--- src/rtl/gcsd_pkg.sv ---
// Shared types and constants of the glyph cell stream decoder.
package gcsd_pkg;

    localparam int MAX_ROWS  = 12;
    localparam int MAX_WIDTH = 30;

    // Byte codes
    localparam logic [7:0] CH_NUL      = 8'h00;
    localparam logic [7:0] CH_CR       = 8'h0D;
    localparam logic [7:0] CH_SPACE    = 8'h20;
    localparam logic [7:0] CH_SHADE_LO = 8'hDB;
    localparam logic [7:0] CH_SHADE_HI = 8'hDF;

    // Cell colors
    localparam logic [3:0] FG_BLOCK = 4'd7;
    localparam logic [3:0] FG_WHITE = 4'hF;
    localparam logic [3:0] FG_NONE  = 4'h0;
    localparam logic [2:0] BG_BLOCK = 3'd0;

    // Font kinds
    localparam logic [1:0] FONT_BLOCK = 2'd1;
    localparam logic [1:0] FONT_COLOR = 2'd2;

    typedef enum logic [0:0] {
        REG_FONT_KIND  = 1'b0,
        REG_BYTE_LIMIT = 1'b1
    } t_cfg_reg;

    typedef enum logic [1:0] {
        KIND_CELL   = 2'd0,
        KIND_FINISH = 2'd1,
        KIND_ERROR  = 2'd2
    } t_out_kind;

    typedef enum logic [2:0] {
        PH_WIDTH     = 3'd0,
        PH_HEIGHT    = 3'd1,
        PH_CHAR      = 3'd2,
        PH_CHAR_WRAP = 3'd3,
        PH_ATTR      = 3'd4,
        PH_DONE      = 3'd5
    } t_phase;

    typedef enum logic [3:0] {
        OP_NONE,
        OP_LOAD,
        OP_HDR_W,
        OP_HDR_H,
        OP_WIDEN,
        OP_PAD_CELL,
        OP_FINISH,
        OP_ERROR,
        OP_SUPP_CELL,
        OP_BLOCK_CHAR,
        OP_COLOR_CHAR,
        OP_ATTR
    } t_dp_op;

    typedef enum logic [1:0] {
        S_IDLE,
        S_DECODE,
        S_PAD,
        S_BLOCK
    } t_ctl_state;

    typedef struct packed {
        t_phase phase;
        logic   end_hit;     // NUL byte or byte limit reached
        logic   kind_block;
        logic   kind_color;
        logic   wrap_fail;   // starting the next row would overflow
        logic   suppressing;
        logic   supp_last;   // padding cell about to go out ends the transaction
        logic   need_pad;
        logic   out_free;
    } t_dp_status;

endpackage

--- src/rtl/glyph_cell_stream_decoder.sv ---
// Top level of the glyph cell stream decoder: controller plus datapath.
// Path: a byte is held in the byte register, then S_DECODE writes any result to the output
//   register; block-mode body bytes go on to S_BLOCK and the glyph-end byte (NUL or byte
//   limit) to S_PAD, which write the results. Each padding cell (after CR or at glyph end)
//   is a result of its own. A new byte is taken only in S_IDLE, once the last is through.
//   The emit path gives one result per cycle while the 1-deep output register is free.
// Reset: synchronous, active low; resets the sequencer, glyph phase, config and output valid.
module glyph_cell_stream_decoder (
    input  logic        i_clk,
    input  logic        i_rst_n,
    // Configuration write port
    input  logic        i_cfg_we,
    input  logic        i_cfg_index,
    input  logic [15:0] i_cfg_data,
    // Byte input channel
    input  logic        i_in_valid,
    output logic        o_in_ready,
    input  logic [7:0]  i_data_byte,
    input  logic        i_glyph_start,
    // Result channel
    output logic        o_out_valid,
    input  logic        i_out_ready,
    output logic [1:0]  o_kind,
    output logic [7:0]  o_cell_char,
    output logic [3:0]  o_cell_fg,
    output logic [2:0]  o_cell_bg,
    output logic [3:0]  o_cell_row,
    output logic [7:0]  o_final_width,
    output logic [4:0]  o_rows_found,
    output logic        o_last
);
    import gcsd_pkg::*;

    // Command from sequencer, status back from datapath.
    t_dp_op     w_op;
    t_dp_status w_status;

    // The sequencer takes one byte transaction at a time, then walks the datapath
    // through header checks, slot handling and runs of padding cells. Each step that
    // produces a result waits until the output register is free, so a stalled
    // consumer simply holds the sequence in place.
    gcsd_ctrl u_ctrl (
        .i_clk      (i_clk),
        .i_rst_n    (i_rst_n),
        .i_in_valid (i_in_valid),
        .i_status   (w_status),
        .o_in_ready (o_in_ready),
        .o_op       (w_op)
    );

    // The datapath keeps glyph state (width, column, row, cells in row, CR
    // suppression, held char, byte count) and the registered result with its
    // last flag, which is resolved by lookahead when a padding run ends.
    gcsd_dp u_dp (
        .i_clk         (i_clk),
        .i_rst_n       (i_rst_n),
        .i_cfg_we      (i_cfg_we),
        .i_cfg_index   (i_cfg_index),
        .i_cfg_data    (i_cfg_data),
        .i_data_byte   (i_data_byte),
        .i_glyph_start (i_glyph_start),
        .i_op          (w_op),
        .i_out_ready   (i_out_ready),
        .o_status      (w_status),
        .o_out_valid   (o_out_valid),
        .o_kind        (o_kind),
        .o_cell_char   (o_cell_char),
        .o_cell_fg     (o_cell_fg),
        .o_cell_bg     (o_cell_bg),
        .o_cell_row    (o_cell_row),
        .o_final_width (o_final_width),
        .o_rows_found  (o_rows_found),
        .o_last        (o_last)
    );

endmodule

--- src/rtl/gcsd_ctrl.sv ---
// Sequencing state machine of the glyph cell stream decoder.
module gcsd_ctrl (
    input  logic                  i_clk,
    input  logic                  i_rst_n,
    input  logic                  i_in_valid,
    input  gcsd_pkg::t_dp_status  i_status,
    output logic                  o_in_ready,
    output gcsd_pkg::t_dp_op      o_op
);
    import gcsd_pkg::*;

    t_ctl_state r_state;
    t_ctl_state n_state;

    always_ff @(posedge i_clk) begin
        if (!i_rst_n) begin
            r_state <= S_IDLE;
        end else begin
            r_state <= n_state;
        end
    end

    always_comb begin
        n_state    = r_state;
        o_op       = OP_NONE;
        o_in_ready = 1'b0;
        unique case (r_state)
            S_IDLE: begin
                o_in_ready = 1'b1;
                if (i_in_valid) begin
                    o_op    = OP_LOAD;
                    n_state = S_DECODE;
                end
            end
            S_DECODE: begin
                if (i_status.out_free) begin
                    n_state = S_IDLE;
                    unique case (i_status.phase)
                        PH_WIDTH:  o_op = OP_HDR_W;
                        PH_HEIGHT: o_op = OP_HDR_H;
                        PH_ATTR:   o_op = OP_ATTR;
                        PH_CHAR, PH_CHAR_WRAP: begin
                            priority if (i_status.end_hit) begin
                                o_op    = OP_WIDEN;
                                n_state = S_PAD;
                            end else if (!i_status.kind_block && !i_status.kind_color) begin
                                o_op = OP_ERROR;
                            end else if (i_status.kind_color) begin
                                o_op = i_status.wrap_fail ? OP_ERROR : OP_COLOR_CHAR;
                            end else begin
                                n_state = S_BLOCK;
                            end
                        end
                        default: o_op = OP_NONE;
                    endcase
                end
            end
            S_PAD: begin
                if (i_status.out_free) begin
                    if (i_status.need_pad) begin
                        o_op = OP_PAD_CELL;
                    end else begin
                        o_op    = OP_FINISH;
                        n_state = S_IDLE;
                    end
                end
            end
            S_BLOCK: begin
                if (i_status.out_free) begin
                    priority if (i_status.wrap_fail) begin
                        o_op    = OP_ERROR;
                        n_state = S_IDLE;
                    end else if (i_status.suppressing) begin
                        o_op = OP_SUPP_CELL;
                    end else begin
                        o_op    = OP_BLOCK_CHAR;
                        n_state = S_IDLE;
                    end
                end
            end
            default: n_state = S_IDLE;
        endcase
    end

endmodule

--- src/rtl/gcsd_dp.sv ---
// Datapath of the glyph cell stream decoder: glyph state, config and result register.
module gcsd_dp (
    input  logic                  i_clk,
    input  logic                  i_rst_n,
    input  logic                  i_cfg_we,
    input  logic                  i_cfg_index,
    input  logic [15:0]           i_cfg_data,
    input  logic [7:0]            i_data_byte,
    input  logic                  i_glyph_start,
    input  gcsd_pkg::t_dp_op      i_op,
    input  logic                  i_out_ready,
    output gcsd_pkg::t_dp_status  o_status,
    output logic                  o_out_valid,
    output logic [1:0]            o_kind,
    output logic [7:0]            o_cell_char,
    output logic [3:0]            o_cell_fg,
    output logic [2:0]            o_cell_bg,
    output logic [3:0]            o_cell_row,
    output logic [7:0]            o_final_width,
    output logic [4:0]            o_rows_found,
    output logic                  o_last
);
    import gcsd_pkg::*;

    function automatic logic [7:0] sat_inc8(input logic [7:0] v);
        sat_inc8 = (v == 8'hFF) ? v : v + 8'd1;
    endfunction

    // Control state
    logic [1:0]  r_font_kind;
    logic [15:0] r_byte_limit;
    t_phase      r_phase, n_phase;
    logic        r_out_valid, n_out_valid;
    // Glyph state and payload
    logic [7:0]  r_byte, n_byte;
    logic [7:0]  r_width, n_width;
    logic [7:0]  r_col, n_col;
    logic [3:0]  r_row, n_row;
    logic [7:0]  r_cells, n_cells;
    logic        r_supp, n_supp;
    logic [7:0]  r_held, n_held;
    logic [15:0] r_bytes, n_bytes;
    t_out_kind   r_kind, n_kind;
    logic [7:0]  r_char, n_char;
    logic [3:0]  r_fg, n_fg;
    logic [2:0]  r_bg, n_bg;
    logic [3:0]  r_crow, n_crow;
    logic [7:0]  r_fw, n_fw;
    logic [4:0]  r_rf, n_rf;
    logic        r_last, n_last;

    logic        w_wrap;
    logic [3:0]  w_row_after;
    logic [7:0]  w_cells_after;
    logic        w_wrap_fail;
    logic [7:0]  w_col_inc;
    logic        w_wraps;
    logic        w_print;
    logic        w_is_cr;
    logic [16:0] w_sum1, w_sum2;
    logic [15:0] w_bytes_inc1, w_bytes_inc2;
    logic [3:0]  w_fg_raw, w_fg_fix, w_fg_attr;
    logic        w_shade;
    logic        w_supp_last;
    logic        w_out_free;
    logic        w_emit;
    logic        w_bad;

    assign w_wrap        = (r_phase == PH_CHAR_WRAP);
    assign w_row_after   = w_wrap ? r_row + 4'd1 : r_row;
    assign w_cells_after = w_wrap ? 8'd0 : r_cells;
    assign w_wrap_fail   = w_wrap && (({1'b0, r_row} + 5'd1) >= 5'(MAX_ROWS));
    assign w_col_inc     = r_col + 8'd1;
    assign w_wraps       = (w_col_inc > r_width);
    assign w_print       = (r_byte >= CH_SPACE);
    assign w_is_cr       = (r_byte == CH_CR);
    assign w_sum1        = {1'b0, r_bytes} + 17'd1;
    assign w_sum2        = {1'b0, r_bytes} + 17'd2;
    assign w_bytes_inc1  = w_sum1[16] ? 16'hFFFF : w_sum1[15:0];
    assign w_bytes_inc2  = w_sum2[16] ? 16'hFFFF : w_sum2[15:0];
    assign w_fg_raw      = r_byte[3:0];
    assign w_fg_fix      = (w_fg_raw == FG_WHITE) ? FG_NONE : w_fg_raw;
    assign w_shade       = (r_held >= CH_SHADE_LO) && (r_held <= CH_SHADE_HI);
    assign w_fg_attr     = (w_shade && (w_fg_fix == FG_NONE)) ? FG_WHITE : w_fg_fix;
    // The padding cell closes the transaction when the row wraps and nothing follows.
    assign w_supp_last   = w_wraps && !w_print
                           && !(({1'b0, w_row_after} + 5'd1) >= 5'(MAX_ROWS));
    assign w_out_free    = !r_out_valid || i_out_ready;

    always_comb begin
        o_status.phase       = r_phase;
        o_status.end_hit     = (r_byte == CH_NUL) || (r_bytes >= r_byte_limit);
        o_status.kind_block  = (r_font_kind == FONT_BLOCK);
        o_status.kind_color  = (r_font_kind == FONT_COLOR);
        o_status.wrap_fail   = w_wrap_fail;
        o_status.suppressing = r_supp;
        o_status.supp_last   = w_supp_last;
        o_status.need_pad    = (r_cells < r_width);
        o_status.out_free    = w_out_free;
    end

    always_comb begin
        n_phase = r_phase;
        n_byte  = r_byte;
        n_width = r_width;
        n_col   = r_col;
        n_row   = r_row;
        n_cells = r_cells;
        n_supp  = r_supp;
        n_held  = r_held;
        n_bytes = r_bytes;
        w_emit  = 1'b0;
        w_bad   = 1'b0;
        n_kind  = KIND_CELL;
        n_char  = 8'd0;
        n_fg    = 4'd0;
        n_bg    = 3'd0;
        n_crow  = 4'd0;
        n_fw    = 8'd0;
        n_rf    = 5'd0;
        n_last  = 1'b1;
        unique case (i_op)
            OP_LOAD: begin
                n_byte = i_data_byte;
                if (i_glyph_start) begin
                    n_phase = PH_WIDTH;
                end
            end
            OP_HDR_W: begin
                w_bad   = (r_byte == CH_NUL) || (r_byte > 8'(MAX_WIDTH));
                n_width = r_byte;
                n_col   = 8'd0;
                n_row   = 4'd0;
                n_cells = 8'd0;
                n_supp  = 1'b0;
                n_held  = 8'd0;
                n_bytes = 16'd0;
                n_phase = w_bad ? PH_DONE : PH_HEIGHT;
                w_emit  = w_bad;
                n_kind  = KIND_ERROR;
            end
            OP_HDR_H: begin
                w_bad   = (r_byte == CH_NUL) || (r_byte > 8'(MAX_ROWS));
                n_phase = w_bad ? PH_DONE : PH_CHAR;
                w_emit  = w_bad;
                n_kind  = KIND_ERROR;
            end
            OP_WIDEN: begin
                if (r_cells > r_width) begin
                    n_width = r_cells;
                end
            end
            OP_PAD_CELL: begin
                w_emit  = 1'b1;
                n_char  = CH_SPACE;
                n_fg    = FG_BLOCK;
                n_bg    = BG_BLOCK;
                n_crow  = r_row;
                n_last  = 1'b0;
                n_cells = sat_inc8(r_cells);
            end
            OP_FINISH: begin
                w_emit  = 1'b1;
                n_kind  = KIND_FINISH;
                n_fw    = r_width;
                n_rf    = {1'b0, r_row} + 5'd2 + {4'd0, w_wrap};
                n_phase = PH_DONE;
            end
            OP_ERROR: begin
                w_emit  = 1'b1;
                n_kind  = KIND_ERROR;
                n_phase = PH_DONE;
            end
            OP_SUPP_CELL: begin
                w_emit  = 1'b1;
                n_char  = CH_SPACE;
                n_fg    = FG_BLOCK;
                n_bg    = BG_BLOCK;
                n_crow  = w_row_after;
                n_last  = w_supp_last;
                n_row   = w_row_after;
                n_cells = sat_inc8(w_cells_after);
                n_col   = w_wraps ? 8'd0 : w_col_inc;
                n_supp  = w_wraps ? 1'b0 : r_supp;
                n_phase = w_wraps ? PH_CHAR_WRAP : PH_CHAR;
            end
            OP_BLOCK_CHAR: begin
                w_emit  = w_print;
                n_char  = r_byte;
                n_fg    = FG_BLOCK;
                n_bg    = BG_BLOCK;
                n_crow  = w_row_after;
                n_row   = w_row_after;
                n_cells = w_print ? sat_inc8(w_cells_after) : w_cells_after;
                n_col   = w_wraps ? 8'd0 : w_col_inc;
                n_supp  = w_wraps ? 1'b0 : (w_is_cr || r_supp);
                n_phase = w_wraps ? PH_CHAR_WRAP : PH_CHAR;
                n_bytes = w_bytes_inc1;
            end
            OP_COLOR_CHAR: begin
                n_row   = w_row_after;
                n_cells = w_cells_after;
                if (w_print) begin
                    n_held  = r_byte;
                    n_phase = PH_ATTR;
                end else begin
                    n_col   = w_wraps ? 8'd0 : w_col_inc;
                    n_supp  = w_wraps ? 1'b0 : (w_is_cr || r_supp);
                    n_phase = w_wraps ? PH_CHAR_WRAP : PH_CHAR;
                    n_bytes = w_bytes_inc1;
                end
            end
            OP_ATTR: begin
                w_emit  = !r_supp;
                n_char  = r_held;
                n_fg    = w_fg_attr;
                n_bg    = r_byte[6:4];
                n_crow  = r_row;
                n_cells = r_supp ? r_cells : sat_inc8(r_cells);
                n_col   = w_wraps ? 8'd0 : w_col_inc;
                n_supp  = w_wraps ? 1'b0 : r_supp;
                n_phase = w_wraps ? PH_CHAR_WRAP : PH_CHAR;
                n_bytes = w_bytes_inc2;
            end
            default: n_phase = r_phase;
        endcase
        n_out_valid = w_emit || (r_out_valid && !i_out_ready);
    end

    always_ff @(posedge i_clk) begin
        if (!i_rst_n) begin
            r_font_kind  <= FONT_BLOCK;
            r_byte_limit <= 16'hFFFF;
            r_phase      <= PH_WIDTH;
            r_out_valid  <= 1'b0;
        end else begin
            if (i_cfg_we) begin
                if (i_cfg_index == REG_FONT_KIND) begin
                    r_font_kind <= i_cfg_data[1:0];
                end else begin
                    r_byte_limit <= i_cfg_data;
                end
            end
            r_phase     <= n_phase;
            r_out_valid <= n_out_valid;
        end
    end

    always_ff @(posedge i_clk) begin
        r_byte  <= n_byte;
        r_width <= n_width;
        r_col   <= n_col;
        r_row   <= n_row;
        r_cells <= n_cells;
        r_supp  <= n_supp;
        r_held  <= n_held;
        r_bytes <= n_bytes;
        if (w_emit) begin
            r_kind <= n_kind;
            r_char <= n_char;
            r_fg   <= n_fg;
            r_bg   <= n_bg;
            r_crow <= n_crow;
            r_fw   <= n_fw;
            r_rf   <= n_rf;
            r_last <= n_last;
        end
    end

    assign o_out_valid   = r_out_valid;
    assign o_kind        = r_kind;
    assign o_cell_char   = r_char;
    assign o_cell_fg     = r_fg;
    assign o_cell_bg     = r_bg;
    assign o_cell_row    = r_crow;
    assign o_final_width = r_fw;
    assign o_rows_found  = r_rf;
    assign o_last        = r_last;

endmodule

--- config.mk ---
export PLATFORM = sky130hd
export DESIGN_NAME = glyph_cell_stream_decoder
export DESIGN_NICKNAME = d
export VERILOG_FILES = /design/src/rtl/gcsd_pkg.sv /design/src/rtl/glyph_cell_stream_decoder.sv /design/src/rtl/gcsd_ctrl.sv /design/src/rtl/gcsd_dp.sv
export SDC_FILE = /design/constraint.sdc
export NUM_CORES = 1
export LEC_CHECK = 0
export BUFFER_PORTS_ARGS = -buffer_cell sky130_fd_sc_hd__buf_2
export CAP_MARGIN = 20
export CELL_PAD_IN_SITES_DETAIL_PLACEMENT = 0
export CELL_PAD_IN_SITES_GLOBAL_PLACEMENT = 1
export CORE_MARGIN = 2
export CORE_UTILIZATION = 40
export DETAILED_ROUTE_END_ITERATION = 10
export PLACE_DENSITY = 0.66
export SLEW_MARGIN = 20
export SYNTH_ARGS = -nofsm -noshare
export SYNTH_HDL_FRONTEND = slang
export SYNTH_SLANG_ARGS = --single-unit
--- constraint.sdc ---
create_clock -name i_clk -period 9.75 [get_ports i_clk]
set_input_delay 0.4875 -clock i_clk [delete_from_list [all_inputs] [get_ports i_clk]]
set_output_delay 0.4875 -clock i_clk [all_outputs]
set_load 0.01 [all_outputs]
==> impl_metrics.csv, run 1 <==
group,metric,value,unit
status,outcome,"completed",
route,first_pass_iters,5,
route,vias,5798,
yosys,async_flop_share,0,%
worst_setup_path,critPathRequiredTime,9.79,ns
min_path,min_path_cells,1,
power_and_ir_drop,total_power,0.001441,W
floorplanning,fp.dieH,138.5,µm
worst_setup_path,worstSetupStartpointType,"register",
cts,post_cts_buffers,0,
finish,regArea,3363,µm²
global_route,grt_pass1_wl,30.69,mm
placement,place.port_buffers,67,
cts,htreeDepth,4,
cts,postCtsHoldBufs,0,
route,initialDrtViolationCount,308,
route,drc,0,
cts,ctsRootBufferMaster,"clkbuf_16",
floorplanning,die_w,138.5,µm
sta,worst_slack,5.170,ns
run,max_cap_viol_count,0,
cts,path_clk_slew,0.06,ns
worst_setup_path,cp.arrival,4.62,ns
route,vias_per_cell,5.673,
sta,setup_violations,0,
floorplanning,core-area,17840,µm²
finish,area_growth,14.37,%
global_route,grt_max_degree,36,
sta,max_freq,0.2184,GHz
worst_setup_path,r2r-end,"u_dp.r_cells[4]$_DFFE_PP_",
yosys,avgSynthCellArea,9.955,µm²
finish,final_util,46.39,%
floorplanning,rows,49,
worst_setup_path,reg2reg_setup_slack,5.17,ns
route,postRouteAntennaNets,0,
power_and_ir_drop,power.density,174.0,nW/µm²
placement,place_ws,5.131,ns
finish,diodes,0,
worst_setup_path,crit_fanout,26,
worst_setup_path,crit_type,"reg2reg",
finish,drive_above_1_share,16.52,%
cts,cts_tree,"yes",
yosys,ys_types,71,
global_route,grt_pass1_vias,5611,
sta,rsz0062_at_grt,"false",
sta,hold_viol,0,
cts,clockBufferDepth,2,
finish,final_cell_mix,"96 x edfxtp_1, 67 x buf_2, 65 x nor2_1",
yosys,synth_top_area_share,39.83,%
power_and_ir_drop,ir_drop,0.1188,mV
worst_setup_path,r2r-start,"u_dp.r_bytes[15]$_DFFE_PP_",
floorplanning,start_util,40.56,%
yosys,yosysTopAreaCell,"edfxtp_1",
finish,multi_input_area,3570,µm²
cts,cts_made_buffers,17,
sta,slew_headroom,28.69,%
sta,drv_slew,0,
cts,cts_resized,0,
route,wirelength,19.04,mm
yosys,ys_warn_count,0,
global_route,antenna_found_initial,0,
placement,hpwl,13.94,mm
yosys,synth_edf_count,96,
worst_setup_path,cp-startpoint,"u_dp.r_bytes[15]$_DFFE_PP_",
finish,layout_commonest_cell,"edfxtp_1",
sta,fin_skew,0.007447,ns
worst_setup_path,reg2regPathDepth,9,
yosys,syn_nets,799,
sta,period_needed,4.580,ns
yosys,synth.area.top_cells,"edfxtp_1 40%, ha_1 7.1%, dfxtp_1 6.6%",
placement,dp_cells,991,
global_route,grt-ovfl-total,0,
floorplanning,ios,68,
yosys,synth_seq_cells,120,
yosys,syn_area,7237,µm²
yosys,ys.flop_type,"edfxtp_1",
finish,fin_nets,853,
cts,cts.sinks,120,
min_path,hp-class,"in2reg",
power_and_ir_drop,cellLeakagePower,3.246,nW
finish,fillers,1679,
floorplanning,dieArea,19180,µm²
min_path,hp-start,"i_data_byte[0]",
worst_setup_path,endpoint_kind,"register",
placement,place.gp.congestion,0.8753,
yosys,synth_cells,727,
sta,tightest_slew,1.066,ns
min_path,min_to,"u_dp.r_byte[0]$_DFFE_PN_",
route,routedWlPerCell,18.63,µm
cts,clk_latency,0.42,ns
yosys,yosysSeqAreaShare,46.47,%
sta,setup_tns,0,ns
finish,fin_cells,1022,
global_route,grt_usage,20.23,%
sta,finalCritPeriodShare,46.97,%
==> state kept, by name (all words and copies together) (netlist names) <==
register            count
u_dp.r_byte             8
u_dp.r_col              8
u_dp.o_cell_row         4
u_dp.o_cell_bg          3
u_dp.o_out_valid        1
u_dp.o_final_width      8
u_dp.r_row              4
u_dp.o_cell_char        8
u_dp.o_rows_found       5
u_dp.o_last             1
u_dp.o_kind             2
u_dp.r_held             8
u_dp.r_phase            3
u_dp.r_bytes           16
u_dp.r_cells            8
u_dp.o_cell_fg          4
u_dp.r_font_kind        2
u_dp.r_byte_limit      16
u_dp.r_supp             1
u_dp.r_width            8
u_ctrl.r_state          2
==> per-stage QoR <==
step	hold slack [ns]	instance area, µm²
floorplan	0.4569	7237
global placement	0.4759	7716
detailed placement	0.4914	7716
CTS	0.2262	8277
global route	0.2216	8277
finish	0.2435	8277
==> kinds of logic after synthesis <==
group / after synthesis / synth area share (%)
adder cells (fa/ha/maj): 41 / 7.088
XOR/XNOR: 36 / 4.357
AND/OR/NAND/NOR: 251 / 17.48
AO/OA/AOI/OAI: 196 / 18.88
buffers and inverters: 73 / 4.201
flip-flops: 120 / 46.47
multiplexers: 10 / 1.521
==> worst max path at each step <==
stage	to	slack (ns)	cells past startpoint
floorplan	u_dp.o_cell_bg[0]$_SDFFCE_PP0P_	6.13	10
global placement	u_dp.r_cells[4]$_DFFE_PP_	5.33	9
detailed placement	u_dp.r_cells[4]$_DFFE_PP_	5.13	9
CTS	u_dp.r_cells[4]$_DFFE_PP_	5.09	9
global route	u_dp.r_cells[4]$_DFFE_PP_	4.92	9
finish	u_dp.r_cells[4]$_DFFE_PP_	5.17	9
==> area by class of cell <==
class | count | area share, %
Clock buffer | 18 | 5.185
Tap cell | 229 | 3.462
Inverter | 39 | 1.769
Timing Repair Buffer | 69 | 4.233
Multi-Input combinational cell | 534 | 43.13
Sequential cell | 120 | 40.63
Clock inverter | 13 | 1.587
==> worst max-delay path, cell delays in order, from the launching register on <==
cell	delay, ns
edfxtp_1	0.51
ha_1	0.37
nand4_1	0.18
nor4_1	0.51
o31ai_2	0.17
o211a_1	0.30
a21oi_2	0.83
nor3_4	0.30
a22o_1	0.32
a21oi_1	0.70
==> cell usage after synthesis, types with 6 or more instances <==
cell type	count
edfxtp_1	96
nor2_1	65
nand2_1	63
o21ai_0	51
ha_1	41
inv_1	39
a21oi_1	29
clkbuf_1	24
dfxtp_1	24
o211ai_1	23
nand3_1	22
xnor2_1	21
and3_1	18
nor2b_1	17
xor2_1	15
nand4_1	13
and2_1	12
nor3_1	11
a22o_1	9
o22ai_1	9
a31oi_1	8
mux2_2	8
a21o_1	6
buf_2	6
==> metal layers <==
layer	track usage (%)	share of wire [%]	vias up
li1	-	-	2811
met1	26.17	45	2802
met2	32.96	48	144
met3	3.879	3.8	41
met4	9.345	2.9	0
met5	0	0	-
==> where the power goes <==
| part | leakage [nW] | total (W) | internal (W) | switching (W) |
|---|---|---|---|---|
| combinational | 1.87 | 0.000197 | 0.0000700 | 0.000127 |
| clock | 0.265 | 0.000607 | 0.000372 | 0.000235 |
| sequential | 1.11 | 0.000637 | 0.000603 | 0.0000332 |
No activity file was read; power rests on OpenSTA's default activity.
==> run 2, diff against run 1 <==
- ABC_AREA: not set -> 1
- PLACE_DENSITY: 0.66 -> 0.68
- clock period: 9.75 -> 4.75 ns (I/O delays scaled with it)
==> impl_metrics.csv, run 2 <==
group,metric,value,unit
cts,clk_latency,0.42,ns
yosys,synth_seq_cells,120,
yosys,async_flop_share,0,%
cts,htreeDepth,4,
cts,cts.sinks,120,
power_and_ir_drop,swShare,25.82,%
floorplanning,fp.dieH,140.8,µm
yosys,synth_top_area_share,38.49,%
finish,drive_above_1_share,17.32,%
sta,rsz0062_at_grt,"false",
sta,period_needed,3.532,ns
placement,place.gp.congestion,0.8232,
yosys,synth_fa_ha_area_share,6.849,%
yosys,synth_edf_count,96,
finish,area_growth,16.27,%
floorplanning,die_w,140.8,µm
power_and_ir_drop,switching_power,0.0007459,W
global_route,grt_pass1_vias,5880,
worst_setup_path,critPathRequiredTime,4.80,ns
sta,tightest_slew,0.8428,ns
status,outcome,"completed",
yosys,synth_top_family_by_area,"simple AND/OR/NAND/NOR gates",
cts,postCtsHoldBufs,7,
sta,drv_slew,0,
finish,diodes,0,
worst_setup_path,endpoint_kind,"register",
worst_setup_path,reg2reg_setup_slack,1.22,ns
sta,max_freq,0.2831,GHz
cts,cts_made_buffers,17,
worst_setup_path,r2r-end,"u_dp.o_cell_row[3]$_DFFE_PP_",
yosys,ys_types,51,
finish,finalInstanceArea,8708,µm²
route,drc,0,
floorplanning,core-area,18520,µm²
worst_setup_path,worstSetupStartpointType,"register",
global_route,antenna_found_initial,0,
worst_setup_path,crit_path_frequent_cell,"nand2_1",
floorplanning,dieArea,19830,µm²
finish,final_util,47.03,%
power_and_ir_drop,intPower,0.002143,W
sta,setup_tns,0,ns
worst_setup_path,cp_cell_sequence,"ha_1, nand4_1, o21bai_2, nand2_1, nand2_2, nand2_1, a21oi_4, inv_2, nand2_2, nor2_4, nand2_1, nand3_1, nor2_1, inv_1, buf_4",
yosys,syn_nets,946,
worst_setup_path,crit_type,"reg2reg",
worst_setup_path,cp_top_family,"simple AND/OR/NAND/NOR gates",
yosys,synthMostInstantiatedCell,"nand2_1",
worst_setup_path,reg2regPathDepth,15,
global_route,grt_pass1_wl,30.81,mm
run,max_cap_viol_count,0,
yosys,synth_xor_area_share,2.923,%
yosys,syn_area,7490,µm²
sta,hold_viol,0,
sta,fin_skew,0.01482,ns
worst_setup_path,r2r-start,"u_dp.r_cells[7]$_DFFE_PP_",
yosys,yosysSeqAreaShare,44.90,%
yosys,synth-simple-area-share,23.24,%
power_and_ir_drop,power.density,331.8,nW/µm²
worst_setup_path,crit_slowest_cell,"edfxtp_1",
min_path,hp-class,"in2reg",
power_and_ir_drop,total_power,0.002889,W
route,vias_per_cell,4.977,
floorplanning,ios,68,
cts,clockBufferDepth,2,
route,first_pass_iters,5,
power_and_ir_drop,combPwrFrac,11.1,%
cts,ctsRootBufferMaster,"clkbuf_16",
yosys,synth.mux.area_fraction,0,%
min_path,min_path_cells,1,
yosys,yosys-top-cells-count,"181 x nand2_1, 127 x inv_1, 96 x edfxtp_1",
power_and_ir_drop,seq_power_share,43.1,%
placement,hpwl,14.30,mm
route,vias,5992,
worst_setup_path,cp.depth,15,
yosys,synth_compound_area_share,13.43,%
route,wirelength,19.09,mm
min_path,hp-start,"i_data_byte[4]",
worst_setup_path,crit_fanout,35,
cts,post_cts_buffers,0,
finish,final_cell_mix,"181 x nand2_1, 127 x inv_1, 96 x edfxtp_1",
global_route,grt-ovfl-total,0,
floorplanning,rows,50,
cts,path_clk_slew,0.06,ns
yosys,synth.area.top_cells,"edfxtp_1 38%, nand2_1 9.1%, ha_1 6.8%",
route,postRouteAntennaNets,0,
yosys,ys.flop_type,"edfxtp_1",
global_route,grt_usage,20.08,%
yosys,avgSynthCellArea,8.569,µm²
cts,cts_resized,0,
global_route,grt_max_degree,36,
yosys,yosysTopAreaCell,"edfxtp_1",
power_and_ir_drop,ir_drop,0.2455,mV
placement,place_area,8036,µm²
power_and_ir_drop,cellLeakagePower,3.962,nW
floorplanning,start_util,40.45,%
finish,layout_commonest_cell,"nand2_1",
yosys,ys_warn_count,0,
sta,finalCritPeriodShare,74.36,%
sta,setup_violations,0,
placement,dp_cells,1165,
worst_setup_path,cp.arrival,3.58,ns
min_path,min_to,"u_dp.r_byte[4]$_DFFE_PN_",
yosys,synth_cells,874,
route,routedWlPerCell,15.86,µm
route,initialDrtViolationCount,293,
placement,place.port_buffers,67,
power_and_ir_drop,pwr-share-clk,45.8,%
worst_setup_path,slowest_delay,0.48,ns
finish,fin_cells,1204,
finish,fin_nets,1029,
finish,biggestRegsByFlops,"u_dp.r_byte_limit: 16 flops, u_dp.r_bytes: 16 flops",
worst_setup_path,cp.buffers_inverters,3,
sta,slew_headroom,43.75,%
cts,cts_tree,"yes",
run 2: cell count changes in the layout (fill, tap and decap cells not counted), moves of 12 or more:
cell / previous run / this run
and2_1: 12 / 0
and3_1: 18 / 0
inv_1: 39 / 127
nand2_1: 63 / 181
nand2_2: 0 / 12
nand3_1: 22 / 34
nor2_1: 65 / 95
nor2b_1: 17 / 0
xnor2_1: 21 / 6
run 2: layout make-up:
class	instances	area [µm²]
Clock buffer	17	425.4
Clock inverter	15	176.4
Inverter	137	521.8
Multi-Input combinational cell	601	3478
Timing Repair Buffer	80	450.4
Sequential cell	120	3363
Tap cell	234	292.8
Fill cell	1862	9809
run 2: worst max path at each step:
stage	startpoint	endpoint	slack, ns
4_1_cts	u_dp.r_cells[7]$_DFFE_PP_	u_dp.o_cell_row[3]$_DFFE_PP_	1.21
2_1_floorplan	u_dp.r_bytes[15]$_DFFE_PP_	u_dp.o_cell_bg[0]$_SDFFCE_PP0P_	1.59
6_report	u_dp.r_cells[7]$_DFFE_PP_	u_dp.o_cell_row[3]$_DFFE_PP_	1.22
5_1_grt	u_dp.r_cells[7]$_DFFE_PP_	u_dp.r_cells[1]$_DFFE_PP_	0.98
3_5_place_dp	u_dp.r_cells[6]$_DFFE_PP_	u_dp.o_cell_char[3]$_DFFE_PP_	1.23
3_3_place_gp	u_dp.r_cells[7]$_DFFE_PP_	u_dp.r_cells[6]$_DFFE_PP_	1.19
run 2: logic make-up (layout without fill, tap and decap cells):
| kind of cell | Yosys count | in the layout |
|---|---|---|
| xor gates and xnor gates | 25 | 25 |
| adders and majority gates | 41 | 41 |
| DFF | 120 | 120 |
| AOI/OAI and AO/OA | 153 | 153 |
| and+or+nand+nor | 382 | 382 |
| buffers and inverters | 153 | 249 |
run 2: worst reg2reg max path: cells and delay by family, from the launching register on:
kind                       cells  cell delay (ns)
AOI/OAI and AO/OA              2             0.31
adders and majority gates      1             0.36
DFF                            1             0.48
and+or+nand+nor                9             1.43
buffers and inverters          3             0.58
run 2: layer usage:
layer | routed length (µm) | GRT usage, %
met5 | 0 | 0
met4 | 340 | 7.211
met3 | 578 | 3.397
met2 | 9607 | 35.20
met1 | 8565 | 25.00
run 2: power groups by stage:
stage	registers [W]	logic [W]	clock network, W
final	0.00125	0.000320	0.00132
after global routing	0.00125	0.000363	0.00139
after CTS	0.00125	0.000324	0.00135
after detailed placement	0.00127	0.000318	0
after global placement	0.00127	0.000317	0
after floorplan	0.00127	0.000200	0
run 2: per-stage QoR:
| stage | hold slack [ns] | setup slack, ns |
|---|---|---|
| finish | 0.02421 | 1.218 |
| global route | 0.01938 | 0.9843 |
| CTS | 0.006571 | 1.210 |
| detailed placement | 0.4186 | 1.233 |
| global placement | 0.4143 | 1.195 |
| floorplan | 0.3364 | 1.590 |
==> run 3, diff against run 2 <==
- clock period: 4.75 -> 3.4 ns (I/O delays scaled with it)
==> impl_metrics.csv, run 3 (same netlist as run 2, synthesis figures left out) <==
group,metric,value,unit
power_and_ir_drop,seq_power_share,41.9,%
worst_setup_path,reg2regPathDepth,14,
floorplanning,die_w,140.8,µm
power_and_ir_drop,switching_power,0.001036,W
finish,fillers,1830,
sta,drv_slew,0,
sta,tightest_slew,0.8489,ns
sta,slew_headroom,43.34,%
finish,final_cell_mix,"181 x nand2_1, 127 x inv_1, 96 x edfxtp_1",
cts,htreeDepth,4,
sta,hold_viol,0,
worst_setup_path,endpoint,"u_dp.r_bytes[7]$_DFFE_PP_",
worst_setup_path,cp.arrival,3.24,ns
power_and_ir_drop,ir_drop,0.3550,mV
power_and_ir_drop,pwr-share-clk,46.4,%
placement,hpwl,14.38,mm
worst_setup_path,crit_type,"reg2reg",
finish,multi_input_area,3478,µm²
sta,finalCritPeriodShare,91.69,%
finish,diodes,0,
finish,fin_cells,1245,
placement,dp_cells,1187,
power_and_ir_drop,intPower,0.003098,W
global_route,grt_pass1_vias,5914,
finish,fin_nets,1070,
route,wirelength,19.01,mm
worst_setup_path,critPathRequiredTime,3.52,ns
sta,period_needed,3.117,ns
global_route,antenna_found_initial,0,
status,outcome,"completed",
route,first_pass_iters,5,
placement,place.gp.congestion,0.8576,
global_route,grt-ovfl-total,0,
finish,biggestRegsByFlops,"u_dp.r_byte_limit: 16 flops, u_dp.r_bytes: 16 flops",
floorplanning,ios,68,
worst_setup_path,r2r-end,"u_dp.r_bytes[7]$_DFFE_PP_",
finish,regArea,3363,µm²
worst_setup_path,r2r-start,"u_dp.r_bytes[15]$_DFFE_PP_",
sta,setup_violations,0,
worst_setup_path,reg2reg_setup_slack,0.28,ns
min_path,hp-class,"in2reg",
cts,clk_latency,0.42,ns
route,initialDrtViolationCount,279,
worst_setup_path,crit_fanout,12,
route,vias_per_cell,4.895,
cts,path_clk_slew,0.06,ns
sta,rsz0062_at_grt,"false",
finish,area_growth,21.40,%
power_and_ir_drop,swShare,25.06,%
floorplanning,rows,50,
route,routedWlPerCell,15.27,µm
power_and_ir_drop,power.density,454.7,nW/µm²
route,drc,0,
power_and_ir_drop,cellLeakagePower,4.169,nW
sta,max_freq,0.3208,GHz
floorplanning,fp.dieH,140.8,µm
worst_setup_path,cp-startpoint,"u_dp.r_bytes[15]$_DFFE_PP_",
sta,setup_tns,0,ns
cts,clockBufferDepth,2,
cts,cts.sinks,120,
route,postRouteAntennaNets,0,
worst_setup_path,endpoint_kind,"register",
cts,ctsRootBufferMaster,"clkbuf_16",
finish,drive_above_1_share,19.29,%
global_route,grt_pass1_wl,30.44,mm
power_and_ir_drop,combPwrFrac,11.7,%
global_route,grt_usage,19.71,%
floorplanning,dieArea,19830,µm²
cts,cts_made_buffers,17,
floorplanning,start_util,40.45,%
worst_setup_path,worstSetupStartpointType,"register",
floorplanning,core-area,18520,µm²
global_route,grt_max_degree,36,
cts,cts_tree,"yes",
cts,cts_resized,0,
placement,place.port_buffers,67,
sta,fin_skew,0.009984,ns
route,vias,6094,
finish,layout_commonest_cell,"nand2_1",
run,max_cap_viol_count,0,
power_and_ir_drop,total_power,0.004135,W
sta,hold_ws,0.02636,ns
[run 3: cell types whose count changed in the layout (fill, tap and decap cells not counted), sizes merged]
cell and change:
inv +1, buf +25, bufinv +1, dlygate4sd3 +16, clkinv -2
[run 3: power groups by stage]
stage | Sequential (W) | Clock [W] | Combinational (W)
floorplan | 0.00178 | 0 | 0.000279
finish | 0.00173 | 0.00192 | 0.000485
global placement | 0.00176 | 0 | 0.000470
global route | 0.00174 | 0.00202 | 0.000545
detailed placement | 0.00176 | 0 | 0.000468
CTS | 0.00173 | 0.00196 | 0.000490
[run 3: worst max-delay path: stages, from the launching register on]
cell	delay, ns
edfxtp_1	0.45
ha_1	0.36
a21o_1	0.19
nor2_1	0.09
nand2_1	0.06
nor2_2	0.19
nand4_1	0.12
nand2_1	0.08
nand2_2	0.07
a21boi_4	0.36
nand3_4	0.24
nand3_2	0.12
inv_2	0.05
nor2_4	0.19
buf_4	0.23
[run 3: how the worst min path moves through the flow]
| stage | from | to | slack [ns] | depth (start not counted) |
|---|---|---|---|---|
| finish | i_cfg_data[15] | u_dp.r_byte_limit[15]$_SDFFE_PN1P_ | 0.03 | 3 |
| global route | i_cfg_data[15] | u_dp.r_byte_limit[15]$_SDFFE_PN1P_ | 0.03 | 3 |
| CTS | i_cfg_data[15] | u_dp.r_byte_limit[15]$_SDFFE_PN1P_ | 0.02 | 3 |
| detailed placement | i_data_byte[6] | u_dp.r_byte[6]$_DFFE_PN_ | 0.35 | 1 |
| global placement | i_data_byte[5] | u_dp.r_byte[5]$_DFFE_PN_ | 0.35 | 1 |
| floorplan | i_data_byte[0] | u_dp.r_byte[0]$_DFFE_PN_ | 0.27 | 0 |
[run 3: final cells by class]
type                    count  area share, %
multi-input cells         601          38.26
inverters                 137          5.738
clock buffers              17          4.679
clock inverters            15          2.202
flip-flops and latches    120          36.99
repair buffers            121          8.917
well taps                 234          3.220
[run 3: through the flow]
stage | area, µm² | util [%] | setup WS [ns]
5_1_grt | 9092 | 49.10 | 0.06045
2_1_floorplan | 7490 | - | 0.2400
6_report | 9092 | 49.10 | 0.2827
3_3_place_gp | 8214 | 44.36 | 0.2576
3_5_place_dp | 8214 | 44.36 | 0.1991
4_1_cts | 9070 | 48.98 | 0.1878
[run 3: timing repair]
action                                  4_1_cts  5_1_grt
hold buffers                                 23        0
setup buffers                                 0        3
endpoints found under the setup margin        0       15
hold endpoints to repair                     24        0
[run 3: per-layer routing]
layer	GRT usage, %	share of wire (%)	vias up
met5	0	0	-
met1	23.86	44	2796
li1	-	-	3195
met4	5.526	1.4	0
met3	3.906	2.8	15
met2	35.66	52	88
